$ cat config.mk
export PLATFORM = sky130hd
export DESIGN_NAME = remote_command_frame_builder_flat
export DESIGN_NICKNAME = d
export VERILOG_FILES = /design/src/sv/rcfb_pkg.sv /design/src/sv/rcfb_intf.sv /design/src/sv/rcfb_ram.sv /design/src/sv/rcfb_dp.sv /design/src/sv/rcfb_ctrl.sv /design/src/sv/remote_command_frame_builder.sv /design/src/flat_wrapper.sv
export SDC_FILE = /design/constraint.sdc
export NUM_CORES = 1
export LEC_CHECK = 0
export BUFFER_PORTS_ARGS = -buffer_cell sky130_fd_sc_hd__buf_2
export CAP_MARGIN = 10
export CORE_MARGIN = 4
export CORE_UTILIZATION = 60
export CTS_CLUSTER_DIAMETER = 30
export DETAILED_ROUTE_END_ITERATION = 10
export PLACE_DENSITY = 0.83
export SYNTH_ARGS = -nofsm -noshare
export SYNTH_HDL_FRONTEND = slang
export SYNTH_SLANG_ARGS = --single-unit
$ cat constraint.sdc
create_clock -name clock -period 5.4 [get_ports clock]
set_input_delay 1.08 -clock clock [delete_from_list [all_inputs] [get_ports clock]]
set_output_delay 1.08 -clock clock [all_outputs]
set_load 0.01 [all_outputs]
$ cat src/sv/rcfb_pkg.sv
// ----------------------------------------------------------------------------
// rcfb_pkg
// Shared constants and controller/datapath types for the remote command
// frame builder.
// ----------------------------------------------------------------------------
package rcfb_pkg;

   localparam int MAX_PAYLOAD_DEF = 31;

   // frame constants
   localparam logic [7:0]  START_DELIM  = 8'h7E;
   localparam logic [7:0]  FRAME_TYPE   = 8'h17;
   localparam logic [7:0]  FRAME_ID     = 8'h01;
   localparam logic [7:0]  BCAST_HI     = 8'hFF;
   localparam logic [7:0]  BCAST_LO     = 8'hFE;
   localparam logic [7:0]  CMD_OPTIONS  = 8'h02;
   localparam logic [15:0] BASE_LEN     = 16'd15;

   // header byte positions
   localparam int POS_START  = 0;
   localparam int POS_LEN_HI = 1;
   localparam int POS_LEN_LO = 2;
   localparam int POS_TYPE   = 3;
   localparam int POS_ID     = 4;
   localparam int POS_MAC0   = 5;
   localparam int POS_BC_HI  = 13;
   localparam int POS_BC_LO  = 14;
   localparam int POS_OPT    = 15;
   localparam int POS_CMD_HI = 16;
   localparam int POS_CMD_LO = 17;
   localparam int HDR_BYTES  = 18;

   typedef struct packed {
      logic accept;   // input word taken this cycle
      logic start;    // last word taken, frame emission begins
      logic load;     // load next frame byte into output register
   } ctrl_cmd_type;

   typedef struct packed {
      logic last_byte;  // current position is the checksum
   } ctrl_status_type;

endpackage

$ cat src/sv/rcfb_intf.sv
// ----------------------------------------------------------------------------
// rcfb_req_if / rcfb_rsp_if
// Valid/ready channels for payload words in and frame bytes out.
// ----------------------------------------------------------------------------
interface rcfb_req_if;
   logic        valid;
   logic        ready;
   logic [7:0]  payload_byte;
   logic        has_byte;
   logic        last;
   logic [15:0] at_command;
   logic [63:0] dest_mac;

   modport source (output valid, payload_byte, has_byte, last, at_command, dest_mac,
                   input ready);
   modport sink   (input valid, payload_byte, has_byte, last, at_command, dest_mac,
                   output ready);
endinterface

interface rcfb_rsp_if;
   logic       valid;
   logic       ready;
   logic [7:0] frame_byte;
   logic       frame_end;
   logic       overflow;

   modport source (output valid, frame_byte, frame_end, overflow, input ready);
   modport sink   (input valid, frame_byte, frame_end, overflow, output ready);
endinterface

$ cat src/sv/rcfb_ram.sv
// ----------------------------------------------------------------------------
// rcfb_ram
// Generic single write port, single read port RAM with registered read.
// ----------------------------------------------------------------------------
module rcfb_ram #(
   parameter int WIDTH = 8,
   parameter int DEPTH = 32
) (
   input  logic                                        clock,
   input  logic                                        wr_en,
   input  logic [$clog2(DEPTH > 1 ? DEPTH : 2)-1:0]    wr_addr,
   input  logic [WIDTH-1:0]                            wr_data,
   input  logic                                        rd_en,
   input  logic [$clog2(DEPTH > 1 ? DEPTH : 2)-1:0]    rd_addr,
   output logic [WIDTH-1:0]                            rd_data
);

   logic [WIDTH-1:0] mem_ff [DEPTH];
   logic [WIDTH-1:0] rd_data_ff;

   always_ff @(posedge clock) begin
      if (wr_en) begin
         mem_ff[wr_addr] <= wr_data;
      end
      if (rd_en) begin
         rd_data_ff <= mem_ff[rd_addr];
      end
   end

   assign rd_data = rd_data_ff;

endmodule

$ cat src/sv/rcfb_dp.sv
// ----------------------------------------------------------------------------
// rcfb_dp
// Datapath: payload buffer, header fields, frame byte select, checksum and
// output register.
// ----------------------------------------------------------------------------
module rcfb_dp #(
   parameter int MAX_PAYLOAD = rcfb_pkg::MAX_PAYLOAD_DEF
) (
   input  logic                    clock,
   input  logic                    reset,
   input  rcfb_pkg::ctrl_cmd_type  cmd,
   output rcfb_pkg::ctrl_status_type status,
   input  logic [7:0]              payload_byte,
   input  logic                    has_byte,
   input  logic [15:0]             at_command,
   input  logic [63:0]             dest_mac,
   output logic [7:0]              frame_byte,
   output logic                    frame_end,
   output logic                    overflow
);
   import rcfb_pkg::*;

   localparam int CNT_W  = $clog2(MAX_PAYLOAD + 1);
   localparam int ADDR_W = (MAX_PAYLOAD > 1) ? $clog2(MAX_PAYLOAD) : 1;
   localparam int POS_W  = $clog2(MAX_PAYLOAD + HDR_BYTES + 1);
   localparam logic [CNT_W-1:0] CNT_MAX = CNT_W'(MAX_PAYLOAD);

   logic [CNT_W-1:0]  count_ff, count_in;
   logic              drop_ff, drop_in;
   logic [15:0]       cmd_ff;
   logic [63:0]       mac_ff;
   logic [POS_W-1:0]  pos_ff, pos_in;
   logic [7:0]        sum_ff, sum_in;
   logic [7:0]        byte_ff;
   logic              end_ff;
   logic              ovf_ff;

   logic              full;
   logic              store;
   logic              is_chk;
   logic [15:0]       frame_len;
   logic [POS_W-1:0]  count_pos;
   logic [POS_W-1:0]  rd_idx;
   logic              rd_en;
   logic [7:0]        rd_data;
   logic [2:0]        mac_sel;
   logic [7:0]        mac_bytes [8];
   logic [7:0]        next_byte;

   assign full      = (count_ff == CNT_MAX);
   assign store     = cmd.accept && has_byte && !full;
   assign count_pos = POS_W'(count_ff);
   assign is_chk    = (pos_ff == count_pos + POS_W'(HDR_BYTES));
   assign frame_len = BASE_LEN + 16'(count_ff);
   assign status.last_byte = is_chk;

   // prefetch: read the payload byte for the position after the one loaded
   assign rd_idx = pos_ff - POS_W'(POS_CMD_LO);
   assign rd_en  = cmd.load && (pos_ff >= POS_W'(POS_CMD_LO)) && (rd_idx < count_pos);

   rcfb_ram #(
      .WIDTH (8),
      .DEPTH (MAX_PAYLOAD)
   ) u_store (
      .clock   (clock),
      .wr_en   (store),
      .wr_addr (count_ff[ADDR_W-1:0]),
      .wr_data (payload_byte),
      .rd_en   (rd_en),
      .rd_addr (rd_idx[ADDR_W-1:0]),
      .rd_data (rd_data)
   );

   assign mac_sel = 3'(pos_ff - POS_W'(POS_MAC0));

   always_comb begin
      for (int i = 0; i < 8; i++) begin
         mac_bytes[i] = mac_ff[63 - 8*i -: 8];
      end
   end

   always_comb begin
      next_byte = rd_data;
      if (is_chk) begin
         next_byte = ~sum_ff;
      end else if (pos_ff < POS_W'(HDR_BYTES)) begin
         unique case (pos_ff)
            POS_W'(POS_START):  next_byte = START_DELIM;
            POS_W'(POS_LEN_HI): next_byte = frame_len[15:8];
            POS_W'(POS_LEN_LO): next_byte = frame_len[7:0];
            POS_W'(POS_TYPE):   next_byte = FRAME_TYPE;
            POS_W'(POS_ID):     next_byte = FRAME_ID;
            POS_W'(POS_BC_HI):  next_byte = BCAST_HI;
            POS_W'(POS_BC_LO):  next_byte = BCAST_LO;
            POS_W'(POS_OPT):    next_byte = CMD_OPTIONS;
            POS_W'(POS_CMD_HI): next_byte = cmd_ff[15:8];
            POS_W'(POS_CMD_LO): next_byte = cmd_ff[7:0];
            default:            next_byte = mac_bytes[mac_sel];
         endcase
      end
   end

   always_comb begin
      count_in = count_ff;
      drop_in  = drop_ff;
      pos_in   = pos_ff;
      sum_in   = sum_ff;
      if (store) begin
         count_in = count_ff + CNT_W'(1);
      end
      if (cmd.accept && has_byte && full) begin
         drop_in = 1'b1;
      end
      if (cmd.start) begin
         pos_in = '0;
         sum_in = '0;
      end
      if (cmd.load) begin
         if (is_chk) begin
            count_in = '0;
            drop_in  = 1'b0;
            pos_in   = '0;
         end else begin
            pos_in = pos_ff + POS_W'(1);
            if (pos_ff >= POS_W'(POS_TYPE)) begin
               sum_in = sum_ff + next_byte;
            end
         end
      end
   end

   always_ff @(posedge clock) begin
      if (reset) begin
         count_ff <= '0;
         drop_ff  <= 1'b0;
         pos_ff   <= '0;
      end else begin
         count_ff <= count_in;
         drop_ff  <= drop_in;
         pos_ff   <= pos_in;
      end
   end

   always_ff @(posedge clock) begin
      sum_ff <= sum_in;
      if (cmd.start) begin
         cmd_ff <= at_command;
         mac_ff <= dest_mac;
      end
      if (cmd.load) begin
         byte_ff <= next_byte;
         end_ff  <= is_chk;
         ovf_ff  <= drop_ff;
      end
   end

   assign frame_byte = byte_ff;
   assign frame_end  = end_ff;
   assign overflow   = ovf_ff;

endmodule

$ cat src/sv/rcfb_ctrl.sv
// ----------------------------------------------------------------------------
// rcfb_ctrl
// Controller: collect / emit sequencing and output word valid.
// ----------------------------------------------------------------------------
module rcfb_ctrl (
   input  logic                      clock,
   input  logic                      reset,
   input  logic                      req_valid,
   input  logic                      req_last,
   output logic                      req_ready,
   output logic                      rsp_valid,
   input  logic                      rsp_ready,
   output rcfb_pkg::ctrl_cmd_type    cmd,
   input  rcfb_pkg::ctrl_status_type status
);
   import rcfb_pkg::*;

   typedef enum logic {
      ST_COLLECT,
      ST_EMIT
   } state_type;

   state_type state_ff, state_in;
   logic      out_valid_ff, out_valid_in;

   assign req_ready  = (state_ff == ST_COLLECT);
   assign cmd.accept = req_valid && req_ready;
   assign cmd.start  = cmd.accept && req_last;
   assign cmd.load   = (state_ff == ST_EMIT) && (!out_valid_ff || rsp_ready);
   assign rsp_valid  = out_valid_ff;

   always_comb begin
      state_in     = state_ff;
      out_valid_in = out_valid_ff;
      if (rsp_ready) begin
         out_valid_in = 1'b0;
      end
      if (cmd.load) begin
         out_valid_in = 1'b1;
      end
      unique case (state_ff)
         ST_COLLECT: begin
            if (cmd.start) begin
               state_in = ST_EMIT;
            end
         end
         ST_EMIT: begin
            if (cmd.load && status.last_byte) begin
               state_in = ST_COLLECT;
            end
         end
         default: state_in = ST_COLLECT;
      endcase
   end

   always_ff @(posedge clock) begin
      if (reset) begin
         state_ff     <= ST_COLLECT;
         out_valid_ff <= 1'b0;
      end else begin
         state_ff     <= state_in;
         out_valid_ff <= out_valid_in;
      end
   end

endmodule

$ cat src/sv/remote_command_frame_builder.sv
// ----------------------------------------------------------------------------
// remote_command_frame_builder
// Buffers payload bytes and emits a remote command request API frame.
// ----------------------------------------------------------------------------
// Payload words are taken one per cycle while collecting and their bytes
// written to a MAX_PAYLOAD-entry buffer RAM; bytes past capacity are dropped
// and flag overflow on every byte of that frame. The word marked last (which
// may also carry a byte) samples the command and destination address and
// starts emission: 19 + N frame bytes (N = stored payload bytes) leave at
// one byte per cycle while the output is ready, paced by a single output
// register with the next payload byte prefetched from the RAM read port.
// Input is held off from the last word until the checksum byte is loaded
// into the output register. No clearing pass is needed after reset.
module remote_command_frame_builder #(
   parameter int MAX_PAYLOAD = rcfb_pkg::MAX_PAYLOAD_DEF
) (
   input logic        clock,
   input logic        reset,
   rcfb_req_if.sink   req_chan,
   rcfb_rsp_if.source rsp_chan
);
   import rcfb_pkg::*;

   ctrl_cmd_type    cmd;
   ctrl_status_type status;

   rcfb_ctrl u_ctrl (
      .clock     (clock),
      .reset     (reset),
      .req_valid (req_chan.valid),
      .req_last  (req_chan.last),
      .req_ready (req_chan.ready),
      .rsp_valid (rsp_chan.valid),
      .rsp_ready (rsp_chan.ready),
      .cmd       (cmd),
      .status    (status)
   );

   rcfb_dp #(
      .MAX_PAYLOAD (MAX_PAYLOAD)
   ) u_dp (
      .clock        (clock),
      .reset        (reset),
      .cmd          (cmd),
      .status       (status),
      .payload_byte (req_chan.payload_byte),
      .has_byte     (req_chan.has_byte),
      .at_command   (req_chan.at_command),
      .dest_mac     (req_chan.dest_mac),
      .frame_byte   (rsp_chan.frame_byte),
      .frame_end    (rsp_chan.frame_end),
      .overflow     (rsp_chan.overflow)
   );

`ifndef SYNTHESIS
   // a frame is at least 19 bytes, so input is always held off after last
   a_hold_after_last: assert property (@(posedge clock) disable iff (reset)
      (req_chan.valid && req_chan.ready && req_chan.last) |=> !req_chan.ready)
      else $error("input accepted right after last word");

   // overflow is constant across the bytes of one frame
   a_ovf_steady: assert property (@(posedge clock) disable iff (reset)
      (rsp_chan.valid && rsp_chan.ready && !rsp_chan.frame_end) |=>
      (!rsp_chan.valid || (rsp_chan.overflow == $past(rsp_chan.overflow))))
      else $error("overflow changed inside a frame");

   // frame bytes only come out after a last word starts emission
   a_load_in_emit: assert property (@(posedge clock) disable iff (reset)
      cmd.load |-> !req_chan.ready)
      else $error("frame byte loaded while collecting");
`endif

endmodule

$ cat src/flat_wrapper.sv
// flat-port wrapper written by rule: the top's interface ports become plain ports
module remote_command_frame_builder_flat import rcfb_pkg::*;
#(
   parameter int MAX_PAYLOAD = rcfb_pkg::MAX_PAYLOAD_DEF
)
  (clock, reset, req_chan_valid, req_chan_payload_byte, req_chan_has_byte, req_chan_last, req_chan_at_command, req_chan_dest_mac, req_chan_ready, rsp_chan_valid, rsp_chan_frame_byte, rsp_chan_frame_end, rsp_chan_overflow, rsp_chan_ready);
  rcfb_req_if req_chan_i ();
  rcfb_rsp_if rsp_chan_i ();
  input logic clock;
  input logic reset;
  input wire logic [$bits(req_chan_i.valid)-1:0] req_chan_valid;
  input wire logic [$bits(req_chan_i.payload_byte)-1:0] req_chan_payload_byte;
  input wire logic [$bits(req_chan_i.has_byte)-1:0] req_chan_has_byte;
  input wire logic [$bits(req_chan_i.last)-1:0] req_chan_last;
  input wire logic [$bits(req_chan_i.at_command)-1:0] req_chan_at_command;
  input wire logic [$bits(req_chan_i.dest_mac)-1:0] req_chan_dest_mac;
  output wire logic [$bits(req_chan_i.ready)-1:0] req_chan_ready;
  output wire logic [$bits(rsp_chan_i.valid)-1:0] rsp_chan_valid;
  output wire logic [$bits(rsp_chan_i.frame_byte)-1:0] rsp_chan_frame_byte;
  output wire logic [$bits(rsp_chan_i.frame_end)-1:0] rsp_chan_frame_end;
  output wire logic [$bits(rsp_chan_i.overflow)-1:0] rsp_chan_overflow;
  input wire logic [$bits(rsp_chan_i.ready)-1:0] rsp_chan_ready;
  assign req_chan_i.valid = req_chan_valid;
  assign req_chan_i.payload_byte = req_chan_payload_byte;
  assign req_chan_i.has_byte = req_chan_has_byte;
  assign req_chan_i.last = req_chan_last;
  assign req_chan_i.at_command = req_chan_at_command;
  assign req_chan_i.dest_mac = req_chan_dest_mac;
  assign req_chan_ready = req_chan_i.ready;
  assign rsp_chan_valid = rsp_chan_i.valid;
  assign rsp_chan_frame_byte = rsp_chan_i.frame_byte;
  assign rsp_chan_frame_end = rsp_chan_i.frame_end;
  assign rsp_chan_overflow = rsp_chan_i.overflow;
  assign rsp_chan_i.ready = rsp_chan_ready;
  remote_command_frame_builder #(.MAX_PAYLOAD(MAX_PAYLOAD)) u_core (.clock(clock), .reset(reset), .req_chan(req_chan_i), .rsp_chan(rsp_chan_i));
endmodule
==> run metrics <==
capture instance of the worst register-to-register path=u_core.u_dp.sum_ff[7]$_DFF_P_; commonest non-fill, non-tap cell in the layout=edfxtp_1; most area-hungry cell type in the Yosys netlist=edfxtp_1; global-route met1 utilization=0.341; number of vias in the routed layout=8544; number of sinks driven by the clock tree=368; Reg2Reg Depth=17; number of buffers inserted to repair setup after CTS=0; width of the chip=167 um; layer carrying the most global-route usage=met2; Static Leakage=6.04 nW; global-route wire length before repair=54.3 mm; final worst clock skew=0.0288 ns; Total Die Area=28000 um^2; Die Ht=167 um; critical path data arrival time=4.81 ns; Crit. End Element=flop; number of synthesized register bits=368; path class of the lowest-slack min-delay path=flop to flop; GRT met3 Usage=0.0576; max_slew headroom=0.273; startpoint of the most critical hold path=u_core.u_dp.drop_ff$_SDFF_PP0_; post-synthesis instance area=15200 um^2; quantity of hold-fixing buffers added after cts=0; area growth from synthesis to final layout=17.6%; hpwl dp=20.9 mm; setup repair after global routing missed its margin=no; number of gates resized after CTS=0; final-report hold violation count=0; Power, Total=7.27 mW; floorplan core area=25100 um^2; number of global-route vias before repair=8879; DRC errors left=0; maximum level of the CTS H-tree=2; period utilisation layout=0.817; clk_lat worst skew=0.58 ns; routed wire length per instance=26.5 um; via density per instance=6.36; post-route minimum period=4.41 ns; run status=finished, final reports clean; CTS Buffer Depth=3; grt total ovfl=0; fin nets=1089; cell count after placement=1239; first-pass iteration count of the detailed router=6; Final Setup Violations=0; Post-Syn Nets=961; EDFF count, synth=346; largest net degree at the start of global routing=75; r2r startpoint=u_core.u_dp.pos_ff[1]$_SDFFE_PP0P_; non-filler cells in the finished layout=1343; Yosys Warn Count=0; Tightest Pin Transition=1.09 ns; CP Max Fanout=11; All-Layer GR Usage=0.256; number of buffers created by CTS=57; share of layout cells above drive strength 1=0.308; endpoint of the worst hold-timing path=u_core.u_dp.overflow$_DFFE_PP_; setup total negative slack=0 ns; max_cap viols=0; Root Buffer Master=clkbuf_16; final weighted congestion in routability-driven placement=0.913; async set-or-reset flop fraction in the synthesized netlist=0; synthesized area divided by synthesized cell count=18.1 um^2; Pins Over Slew Limit=0; Fmax=0.227 GHz; crit path from=u_core.u_dp.pos_ff[1]$_SDFFE_PP0P_; endpoint required time on the critical path=5.80 ns; number of standard cells after synthesis=840; cell depth of the worst hold path=0; n_diodes=0; top-level I/O count=106; register clock-pin slew on the reported worst setup and hold paths=0.05 ns; Setup crit start kind=flop; power density relative to cell area=406 nW/um^2; CTS tree=yes; Detail Route Antenna Nets=0; dominant register cell in the synthesized netlist=edfxtp_1; top area cells in the synthesized netlist=edfxtp_1, mux4_2, dfxtp_1, ha_1, nor2_1; most frequent cells in the layout=edfxtp_1, buf_2, mux4_2; I/O Buffers=105; Starting DRT DRC Count=922; Reg2Reg Setup Slack=0.99 ns; Starting Density=0.607; top cell type's share of synthesized area=0.682; sequential cell area fraction in the yosys report=0.711; std cell rows=58; global routing met2 resource utilization=0.432; Max rail drop VDD=0.366 mV; number of antenna violations at the first check in global routing=0; Setup CP Type=flop to flop; synth unique cells=60; final wirelength=35.6 mm
registers in the layout (all words and copies together) (netlist names), 5 cells and up:
name                         cells
u_core.u_dp.sum_ff               8
u_core.u_dp.count_ff             5
u_core.u_dp.pos_ff               6
u_core.u_dp.u_store.mem_ff     248
u_core.u_dp.frame_byte           8
u_core.u_dp.cmd_ff              16
u_core.u_dp.u_store.rd_data      8
u_core.u_dp.mac_bytes           64
Yosys cell counts, types with 6 or more instances:
cell / n
mux2i_1: 17
xnor2_1: 13
dfxtp_1: 22
buf_2: 20
nor2_1: 62
o21ai_0: 16
clkbuf_1: 17
nand3_1: 27
ha_1: 26
a311oi_1: 6
nand2_1: 39
edfxtp_1: 346
a211oi_1: 8
a21oi_1: 22
inv_1: 19
mux4_2: 88
xor2_1: 6
mux2_2: 8
where the power goes:
part,switching (mW),internal (mW)
Combinational,0.284,0.225
Sequential,0.0181,3.18
Clock,1.33,2.24
per-layer routing:
metal,up-vias,wire [um]
li1,3627,-
met1,4331,13200
met2,519,18200
met3,67,3360
met4,0,858
met5,-,0
logic make-up (layout without fill, tap and decap cells):
kind of cell	after synthesis	count (layout)	synth area share
DFF	368	368	0.711
and+or+nand+nor	153	153	0.0452
muxes	113	113	0.147
AOI/OAI and AO/OA	95	95	0.0420
buffers and inverters	64	237	0.0204
adders and majority gates	27	27	0.0227
xor gates and xnor gates	20	20	0.0120
how the worst max path moves through the flow:
| stage | end | cells past startpoint |
|---|---|---|
| floorplan | u_core.u_dp.sum_ff[6]$_DFF_P_ | 22 |
| global placement | u_core.u_dp.sum_ff[7]$_DFF_P_ | 17 |
| detailed placement | u_core.u_dp.sum_ff[7]$_DFF_P_ | 17 |
| CTS | u_core.u_dp.sum_ff[7]$_DFF_P_ | 17 |
| global route | u_core.u_dp.sum_ff[7]$_DFF_P_ | 17 |
| finish | u_core.u_dp.sum_ff[7]$_DFF_P_ | 17 |
area by class of cell:
type	instances	area (um^2)
sequential	368	10800
clock inverter	43	457
multi-input combinational	408	4120
fill	1496	7190
tap	330	413
timing repair buffer	112	578
inverter	21	78.8
clock buffer	61	1440
per-stage QoR:
step | area, um^2 | utilization | hold WS [ns] | worst slack [ns]
6_report | 17900 | 0.714 | 0.453 | 0.986
5_1_grt | 17900 | 0.714 | 0.463 | 0.566
4_1_cts | 17900 | 0.714 | 0.451 | 1.04
3_5_place_dp | 16000 | 0.638 | 0.421 | 1.09
3_3_place_gp | 16000 | 0.638 | 0.417 | 1.30
2_1_floorplan | 15200 | - | 0.409 | 0.940
critical path, stage by stage (launching register included):
cell	delay [ns]
dfxtp_1	0.54
inv_1	0.18
ha_1	0.34
nor4b_1	0.35
a2111oi_2	0.11
nor2_1	0.53
a2111oi_0	0.16
a311oi_1	0.27
a211oi_1	0.09
a21oi_1	0.32
ha_1	0.29
a21oi_1	0.19
o211ai_1	0.13
o21ai_0	0.22
nand2b_1	0.08
a21oi_1	0.19
xor2_1	0.16
o21ai_1	0.08
Note: power is estimated with default switching activity, not from simulation.
